--- src/hdl/scl_pkg.sv ---
`timescale 1ns / 1ps
// ----------------------------------------------------------------------------
// scl_pkg
// shared types and constants of the servo command line parser
// ----------------------------------------------------------------------------
package scl_pkg;

	localparam int unsigned ByteW  = 8;
	localparam int unsigned ValW   = 16;
	localparam int unsigned ProdW  = 2 * ValW;
	localparam int unsigned CfgIdxW = 1;

	localparam logic [ByteW-1:0] AsciiNewline = 8'd10;
	localparam logic [ByteW-1:0] AsciiSpace   = 8'd32;
	localparam logic [ByteW-1:0] AsciiZero    = 8'd48;
	localparam logic [ByteW-1:0] AsciiNine    = 8'd57;

	localparam logic [ValW-1:0] ValMax = 16'hFFFF;

	// register indexes of the configuration port
	localparam logic [CfgIdxW-1:0] RegPulseBase = 1'b0;
	localparam logic [CfgIdxW-1:0] RegPulseSpan = 1'b1;

	localparam logic [ValW-1:0] PulseBaseReset = 16'd2000;
	localparam logic [ValW-1:0] PulseSpanReset = 16'd2000;

	// p / 180 = (p / 4) / 45; products at or above 180 * 2^16 always saturate
	localparam logic [ProdW-1:0] SatLimit = 32'd11796480;
	localparam int unsigned QuarterW = 22;
	localparam int unsigned RecipW   = 23;
	localparam int unsigned RecipSh  = 28;
	localparam logic [RecipW-1:0] Recip45 = 23'd5965233;
	localparam int unsigned RecProdW = QuarterW + RecipW;

	typedef struct packed {
		logic [ValW-1:0] x_deg;
		logic [ValW-1:0] y_deg;
	} scl_line_t;

endpackage

--- src/hdl/servo_command_line_parser_top.sv ---
`timescale 1ns / 1ps
// ----------------------------------------------------------------------------
// servo_command_line_parser_top
// parses "Y X" newline-terminated ascii lines into two servo compare values
// ----------------------------------------------------------------------------
// channel  | dir | handshake               | payload
// s_*      | in  | s_tvalid / s_tready     | rx_byte
// m_*      | out | m_tvalid / m_tready     | x_compare, y_compare, x_degrees, y_degrees
// cfg_*    | in  | cfg_we                  | index 0 pulse_base, 1 pulse_span
//
// one byte beat per cycle while s_tready is high; a newline beat reaches m_tvalid
// through line register, multiply, reciprocal divide, add and saturate
// reset clears line state and loads 2000 into pulse_base and pulse_span
// a stalled output holds each stage only once the stage after it is full
// ----------------------------------------------------------------------------
module servo_command_line_parser_top (
	input  logic                         clk,
	input  logic                         arst_n,
	input  logic                         s_tvalid,
	output logic                         s_tready,
	input  logic [scl_pkg::ByteW-1:0]    s_tdata,   // [7:0] rx_byte
	output logic                         m_tvalid,
	input  logic                         m_tready,
	// [15:0] x_compare, [31:16] y_compare, [47:32] x_degrees, [63:48] y_degrees
	output logic [4*scl_pkg::ValW-1:0]   m_tdata,
	input  logic                         cfg_we,
	input  logic [scl_pkg::CfgIdxW-1:0]  cfg_index,
	input  logic [scl_pkg::ValW-1:0]     cfg_data
);

	logic [scl_pkg::ValW-1:0]  pulse_base_q;
	logic [scl_pkg::ValW-1:0]  pulse_span_q;
	logic                      line_valid_s1;
	scl_pkg::scl_line_t        line_s1;
	logic                      line_ready;

	always_ff @(posedge clk or negedge arst_n) begin
		if (!arst_n) begin
			pulse_base_q <= scl_pkg::PulseBaseReset;
			pulse_span_q <= scl_pkg::PulseSpanReset;
		end else if (cfg_we) begin
			unique case (cfg_index)
				scl_pkg::RegPulseBase: pulse_base_q <= cfg_data;
				scl_pkg::RegPulseSpan: pulse_span_q <= cfg_data;
				default: ;
			endcase
		end
	end

	assign s_tready = line_ready;

	scl_parser u_parser (
		.clk           (clk),
		.arst_n        (arst_n),
		.accept        (s_tvalid && s_tready),
		.rx_byte       (s_tdata),
		.line_ready    (line_ready),
		.line_valid_s1 (line_valid_s1),
		.line_s1       (line_s1)
	);

	scl_scale u_scale (
		.clk           (clk),
		.arst_n        (arst_n),
		.pulse_base    (pulse_base_q),
		.pulse_span    (pulse_span_q),
		.line_valid_s1 (line_valid_s1),
		.line_s1       (line_s1),
		.line_ready    (line_ready),
		.m_tvalid      (m_tvalid),
		.m_tready      (m_tready),
		.m_tdata       (m_tdata)
	);

endmodule

--- src/hdl/scl_parser.sv ---
`timescale 1ns / 1ps
// ----------------------------------------------------------------------------
// scl_parser
// byte-wise line parser: digit accumulators, field switch, line register
// ----------------------------------------------------------------------------
module scl_parser (
	input  logic                       clk,
	input  logic                       arst_n,
	input  logic                       accept,
	input  logic [scl_pkg::ByteW-1:0]  rx_byte,
	input  logic                       line_ready,
	output logic                       line_valid_s1,
	output scl_pkg::scl_line_t         line_s1
);

	logic                      second_q;
	logic [scl_pkg::ValW-1:0]  y_acc_q;
	logic [scl_pkg::ValW-1:0]  x_acc_q;
	logic [scl_pkg::ValW-1:0]  y_lat_q;

	logic                      is_nl;
	logic                      is_space;
	logic                      is_digit;
	logic [3:0]                digit;
	logic [scl_pkg::ValW-1:0]  acc_sel;
	logic [scl_pkg::ValW+3:0]  acc_next;
	logic [scl_pkg::ValW-1:0]  acc_sat;

	assign is_nl    = (rx_byte == scl_pkg::AsciiNewline);
	assign is_space = (rx_byte == scl_pkg::AsciiSpace);
	assign is_digit = (rx_byte >= scl_pkg::AsciiZero) && (rx_byte <= scl_pkg::AsciiNine);
	assign digit    = 4'(rx_byte - scl_pkg::AsciiZero);

	// acc * 10 + digit as shifts and adds, then clamp to 16 bits
	always_comb begin
		acc_sel  = second_q ? x_acc_q : y_acc_q;
		acc_next = ({4'd0, acc_sel} << 3) + ({4'd0, acc_sel} << 1)
			+ {(scl_pkg::ValW)'(0), digit};
		acc_sat  = (acc_next > {4'd0, scl_pkg::ValMax}) ? scl_pkg::ValMax
			: acc_next[scl_pkg::ValW-1:0];
	end

	always_ff @(posedge clk or negedge arst_n) begin
		if (!arst_n) begin
			second_q <= 1'b0;
			y_acc_q  <= '0;
			x_acc_q  <= '0;
			y_lat_q  <= '0;
		end else if (accept) begin
			priority if (is_nl) begin
				second_q <= 1'b0;
				y_acc_q  <= '0;
				x_acc_q  <= '0;
				y_lat_q  <= '0;
			end else if (is_space) begin
				y_lat_q  <= y_acc_q;
				second_q <= 1'b1;
			end else if (is_digit) begin
				if (second_q) begin
					x_acc_q <= acc_sat;
				end else begin
					y_acc_q <= acc_sat;
				end
			end
		end
	end

	always_ff @(posedge clk or negedge arst_n) begin
		if (!arst_n) begin
			line_valid_s1 <= 1'b0;
		end else if (line_ready) begin
			line_valid_s1 <= accept && is_nl;
		end
	end

	always_ff @(posedge clk) begin
		if (accept && is_nl) begin
			line_s1.x_deg <= x_acc_q;
			line_s1.y_deg <= y_lat_q;
		end
	end

	a_clear_after_nl: assert property (@(posedge clk) disable iff (!arst_n)
		$past(accept && is_nl) |-> (!second_q && y_acc_q == '0 && x_acc_q == '0
			&& y_lat_q == '0))
		else $error("line state not cleared after newline");

	a_space_sets_field: assert property (@(posedge clk) disable iff (!arst_n)
		$past(accept && is_space) |-> (second_q && y_lat_q == $past(y_acc_q)))
		else $error("space did not latch y and switch field");

endmodule

--- src/hdl/scl_scale.sv ---
`timescale 1ns / 1ps
// ----------------------------------------------------------------------------
// scl_scale
// angle to compare value: multiply, divide by 180, add base, saturate
// ----------------------------------------------------------------------------
module scl_scale (
	input  logic                        clk,
	input  logic                        arst_n,
	input  logic [scl_pkg::ValW-1:0]    pulse_base,
	input  logic [scl_pkg::ValW-1:0]    pulse_span,
	input  logic                        line_valid_s1,
	input  scl_pkg::scl_line_t          line_s1,
	output logic                        line_ready,
	output logic                        m_tvalid,
	input  logic                        m_tready,
	output logic [4*scl_pkg::ValW-1:0]  m_tdata
);

	logic                        v_s2;
	logic                        v_s3;
	scl_pkg::scl_line_t          line_s2;
	scl_pkg::scl_line_t          line_s3;
	logic [scl_pkg::ProdW-1:0]   xp_s2;
	logic [scl_pkg::ProdW-1:0]   yp_s2;
	logic [scl_pkg::ValW-1:0]    xq_s3;
	logic [scl_pkg::ValW-1:0]    yq_s3;
	logic                        xbig_s3;
	logic                        ybig_s3;

	logic                        rdy_out;
	logic                        rdy3;
	logic                        rdy2;
	logic [scl_pkg::RecProdW-1:0] xr;
	logic [scl_pkg::RecProdW-1:0] yr;
	logic [scl_pkg::ValW:0]      xsum;
	logic [scl_pkg::ValW:0]      ysum;
	logic [scl_pkg::ValW-1:0]    xcmp;
	logic [scl_pkg::ValW-1:0]    ycmp;

	assign rdy_out    = !m_tvalid || m_tready;
	assign rdy3       = !v_s3 || rdy_out;
	assign rdy2       = !v_s2 || rdy3;
	assign line_ready = !line_valid_s1 || rdy2;

	// quotient by 45 through a reciprocal, exact for the quarter product range
	assign xr = {(scl_pkg::RecipW)'(0), xp_s2[scl_pkg::QuarterW+1:2]}
		* {(scl_pkg::QuarterW)'(0), scl_pkg::Recip45};
	assign yr = {(scl_pkg::RecipW)'(0), yp_s2[scl_pkg::QuarterW+1:2]}
		* {(scl_pkg::QuarterW)'(0), scl_pkg::Recip45};

	assign xsum = {1'b0, pulse_base} + {1'b0, xq_s3};
	assign ysum = {1'b0, pulse_base} + {1'b0, yq_s3};
	assign xcmp = (xbig_s3 || xsum[scl_pkg::ValW]) ? scl_pkg::ValMax : xsum[scl_pkg::ValW-1:0];
	assign ycmp = (ybig_s3 || ysum[scl_pkg::ValW]) ? scl_pkg::ValMax : ysum[scl_pkg::ValW-1:0];

	always_ff @(posedge clk or negedge arst_n) begin
		if (!arst_n) begin
			v_s2     <= 1'b0;
			v_s3     <= 1'b0;
			m_tvalid <= 1'b0;
		end else begin
			if (rdy2) begin
				v_s2 <= line_valid_s1;
			end
			if (rdy3) begin
				v_s3 <= v_s2;
			end
			if (rdy_out) begin
				m_tvalid <= v_s3;
			end
		end
	end

	always_ff @(posedge clk) begin
		if (rdy2 && line_valid_s1) begin
			line_s2 <= line_s1;
			xp_s2   <= {(scl_pkg::ValW)'(0), pulse_span} * {(scl_pkg::ValW)'(0), line_s1.x_deg};
			yp_s2   <= {(scl_pkg::ValW)'(0), pulse_span} * {(scl_pkg::ValW)'(0), line_s1.y_deg};
		end
		if (rdy3 && v_s2) begin
			line_s3 <= line_s2;
			xbig_s3 <= (xp_s2 >= scl_pkg::SatLimit);
			ybig_s3 <= (yp_s2 >= scl_pkg::SatLimit);
			xq_s3   <= xr[scl_pkg::RecipSh +: scl_pkg::ValW];
			yq_s3   <= yr[scl_pkg::RecipSh +: scl_pkg::ValW];
		end
		if (rdy_out && v_s3) begin
			m_tdata <= {line_s3.y_deg, line_s3.x_deg, ycmp, xcmp};
		end
	end

	a_result_advances: assert property (@(posedge clk) disable iff (!arst_n)
		$past(v_s3 && rdy_out) |-> m_tvalid)
		else $error("finished line lost before output register");

endmodule
--- config.mk ---
export PLATFORM = sky130hd
export DESIGN_NAME = servo_command_line_parser_top
export DESIGN_NICKNAME = d
export VERILOG_FILES = /design/src/hdl/scl_pkg.sv /design/src/hdl/servo_command_line_parser_top.sv /design/src/hdl/scl_parser.sv /design/src/hdl/scl_scale.sv
export SDC_FILE = /design/constraint.sdc
export NUM_CORES = 2
export LEC_CHECK = 0
export ABC_AREA = 1
export BUFFER_PORTS_ARGS = -buffer_cell sky130_fd_sc_hd__buf_2
export CORE_ASPECT_RATIO = 0.5
export CORE_MARGIN = 8
export CORE_UTILIZATION = 60
export DETAILED_ROUTE_END_ITERATION = 7
export HOLD_SLACK_MARGIN = 0.15
export PLACE_DENSITY_LB_ADDON = 0.2
export SLEW_MARGIN = 20
export SYNTH_ARGS = -nofsm -noshare
export SYNTH_HDL_FRONTEND = slang
export SYNTH_SLANG_ARGS = --single-unit
--- constraint.sdc ---
create_clock -name clk -period 5.8 [get_ports clk]
set_input_delay 0.58 -clock clk [delete_from_list [all_inputs] [get_ports clk]]
set_output_delay 0.58 -clock clk [all_outputs]
set_load 0.1 [all_outputs]
==> flow_summary_export.csv <==
group,metric,value,unit
layout,fin_util,66.8,%
logic_synthesis,synth_adder_area_share,44.9,%
clock_tree,htree_levels,2,
clock_tree,clock_sinks,343,
layout,final_common_cell,"inv_1",
logic_synthesis,synth_top_family_by_area,"adder cells",
logic_synthesis,synth-xor-area-share,1.88,%
timing,drv_slew,0,
critical_path,r2r-start,"pulse_span_q[9]",
clock_tree,clock_latency,0.60,ns
layout,drive_gt1_share,9.32,%
global_route,grt_util_all_layers,28.5,%
critical_path,end_kind,"register",
logic_synthesis,syn-cell-area,47000,um^2
power_and_ir_drop,power.total,23.6,mW
critical_path,worstPathRequired,6.13,ns
global_route,grt_max_degree,64,
route,drc,0,
logic_synthesis,synthTopCellsByArea,"fa_1, ha_1, edfxtp_1, inv_1, nand2_1",
logic_synthesis,ys_seq_area_share,21.0,%
route,vias,35700,
placement,placed_cells,6525,
global_route,grt_pass1_vias,36900,
critical_path,r2r_setup_slack,0.11,ns
timing,fin_crit,5.69,ns
critical_path,critPathMaxFanout,10,
floorplan,die_x,412,um
clock_tree,clkTransAtPathRegs,0.07,ns
route,firstDrtPassIters,5,
floorplan,io_pins,96,
timing,rsz0062_at_grt,"true",
power_and_ir_drop,leakagePower,28.0,nW
timing,finalSetupTns,0,ns
floorplan,chipHeight,214,um
timing,finalHoldViolations,0,
timing,worst_slew_pin_slew,1.19,ns
clock_tree,cts-root-buf,"clkbuf_16",
critical_path,crit_type,"register to register",
critical_path,cp-start-kind,"register",
outcome,run_status,"completed",
critical_path,critPathSlowestCell,"dfstp_4",
logic_synthesis,synth-compound-area-share,5.46,%
logic_synthesis,ys_seq_elements,343,
timing,finClkSkew,0.0335,ns
floorplan,start_util,60.7,%
logic_synthesis,syn-instance-count,5405,
critical_path,worstPathArrival,6.02,ns
logic_synthesis,synth_simple_gate_area_share,14.2,%
timing,finalCritPeriodShare,98.1,%
critical_path,r2r_end,"u_scale.yp_s2[30]",
logic_synthesis,synth_area_leader_cell,"fa_1",
layout,fin_nets,6912,
logic_synthesis,ys_types,49,
layout,final_cell_mix,"inv_1, nand2_1, fa_1, ha_1, edfxtp_1",
worst_hold_path,hold_path.class,"primary input to register",
power_and_ir_drop,power.density,455,nW/um^2
layout,syn_to_final_growth,10.1,%
logic_synthesis,muxShareOfSynthArea,0,%
route,ant_nets,0,
critical_path,cp_common_cell,"fa_1",
critical_path,crit_buf_inv,4,
placement,dp_slack,-0.182,ns
critical_path,path_cells,"buf_12 > nand2_1 > fa_1 > inv_1 > fa_1 > fa_1 > fa_1 > fa_1 > inv_1 > fa_1 > inv_1 > ha_1 > a21oi_1 > o21ai_1 > o21bai_1 > a21oi_1 > nand2_1 > xor2_1",
logic_synthesis,synth_warnings,0,
timing,setup_ws,0.109,ns
clock_tree,numCtsBuffers,35,
logic_synthesis,synth_edf_count,258,
timing,max_freq,0.176,GHz
clock_tree,tritoncts,"built",
logic_synthesis,synth-async-reset-ratio,24.8,%
worst_hold_path,hold_depth,4,
critical_path,cpPeakStageDelay,0.72,ns
logic_synthesis,avgSynthCellArea,8.69,um^2
logic_synthesis,synth.net_count,6734,
floorplan,row_count,72,
power_and_ir_drop,ir_worst_vdd,860,uV
critical_path,ff2ff_path_depth,18,
worst_hold_path,hp-start,"m_tready",
route,viasPerCell,5.37,
clock_tree,cts_buffer_depth,3,
logic_synthesis,synth_top_area_share,27.6,%
placement,dp_hpwl,105,mm
floorplan,core,77400,um^2
worst_hold_path,hold_end,"u_scale.m_tvalid",
global_route,grt_pass1_wl,198,mm
layout,diodes,0,
route,avgRoutedWirePerCell,18.9,um
timing,setup_viol,0,
floorplan,die-area,88100,um^2
placement,portBuffers,95,
placement,finalWeightedCongestion,1.01,
route,finalWirelength,125,mm
route,drt_iter0_markers,2815,
layout,fin_cells,6646,
global_route,overflow,0,
critical_path,path_delay_family,"adder cells",
logic_synthesis,synth_flop_cell,"edfxtp_1",
global_route,antenna_found_initial,2,
timing,slew_headroom,19.8,%
run,maxCapViolCount,0,
[metal layers]
layer / global-route usage [%] / share of wire [%] / wire length (um)
met2: 45.8 / 44 / 55700
met1: 40.5 / 45 / 56100
met5: 0 / 0 / 0
met4: 6.93 / 2.5 / 3160
met3: 5.48 / 8.4 / 10600
[state kept, by name, summed over array words and instances (netlist names)]
signal	cells
u_scale.line_s3	32
u_scale.ybig_s3	1
u_parser.y_acc_q	16
u_scale.v_s3	1
u_scale.m_tvalid	1
u_scale.m_tdata	64
pulse_base_q	16
u_parser.x_acc_q	16
u_scale.line_s2	32
pulse_span_q	16
u_scale.xq_s3	16
u_scale.yp_s2	32
u_parser.line_valid_s1	1
u_scale.yq_s3	16
u_scale.xp_s2	32
u_parser.second_q	1
u_scale.xbig_s3	1
u_parser.y_lat_q	16
u_scale.v_s2	1
u_parser.line_s1	32
[worst max path at each step]
stage	startpoint	end	slack, ns	depth (start not counted)
global route	pulse_span_q[8]	u_scale.xp_s2[23]	-0.08	19
finish	pulse_span_q[9]	u_scale.yp_s2[30]	0.11	18
detailed placement	pulse_span_q[13]	u_scale.xp_s2[18]	-0.18	21
floorplan	pulse_span_q[7]	u_scale.xp_s2[21]	0.15	22
global placement	pulse_span_q[6]	u_scale.yp_s2[24]	-0.09	21
CTS	pulse_span_q[6]	u_scale.xp_s2[17]	0.01	20
[cell families (layout without fill, tap and decap cells)]
family	Yosys count	in the layout
AOI/OAI and AO/OA	460	460
buffers and inverters	1545	1750
adders and majority gates	1299	1299
and+or+nand+nor	1657	1657
DFF	343	343
xor gates and xnor gates	101	101
[repair_timing]
action,4_1_cts,5_1_grt
pin swaps,1,28
hold buffers,1,0
resized for setup,8,154
hold endpoints to repair,16,0
setup endpoints to repair,10,61
setup buffers,13,42
cloned,0,1
[worst min-delay path, cell delays in order]
cell and delay (ns):
buf_2 0.07, nor2_1 0.07, inv_2 0.06, nand2_1 0.04
[cells in the mapped netlist (44+ instances only)]
master,number
edfxtp_1,258
a21oi_1,188
clkbuf_1,135
nand3_1,162
o21ai_1,44
fa_1,648
inv_1,1381
nor2_1,227
o21ai_0,135
ha_1,651
dfrtp_1,73
nand2_1,1168
xor2_1,63
[cell type report]
| class | count | area (um^2) |
|---|---|---|
| clock buffers | 45 | 976 |
| clock inverters | 19 | 200 |
| fillers | 6403 | 25700 |
| inverters | 1394 | 5250 |
| multi-input cells | 3517 | 31900 |
| flip-flops and latches | 343 | 9900 |
| well taps | 1036 | 1300 |
| repair buffers | 292 | 2220 |
[through the flow]
step	hold WS, ns	instance area [um^2]
floorplan	0.284	47000
global placement	0.402	49400
detailed placement	0.405	49400
CTS	0.239	50700
global route	0.262	51700
finish	0.266	51700
[power breakdown]
group          internal [mW]  switching, mW  leakage [nW]  total (mW)
Clock                   1.34           1.08         0.569        2.42
Sequential              3.23          0.143          3.41        3.37
Combinational           6.64           11.1          24.0        17.8
Total                   11.2           12.3          28.0        23.6
Power figures use the tool's default switching activity.
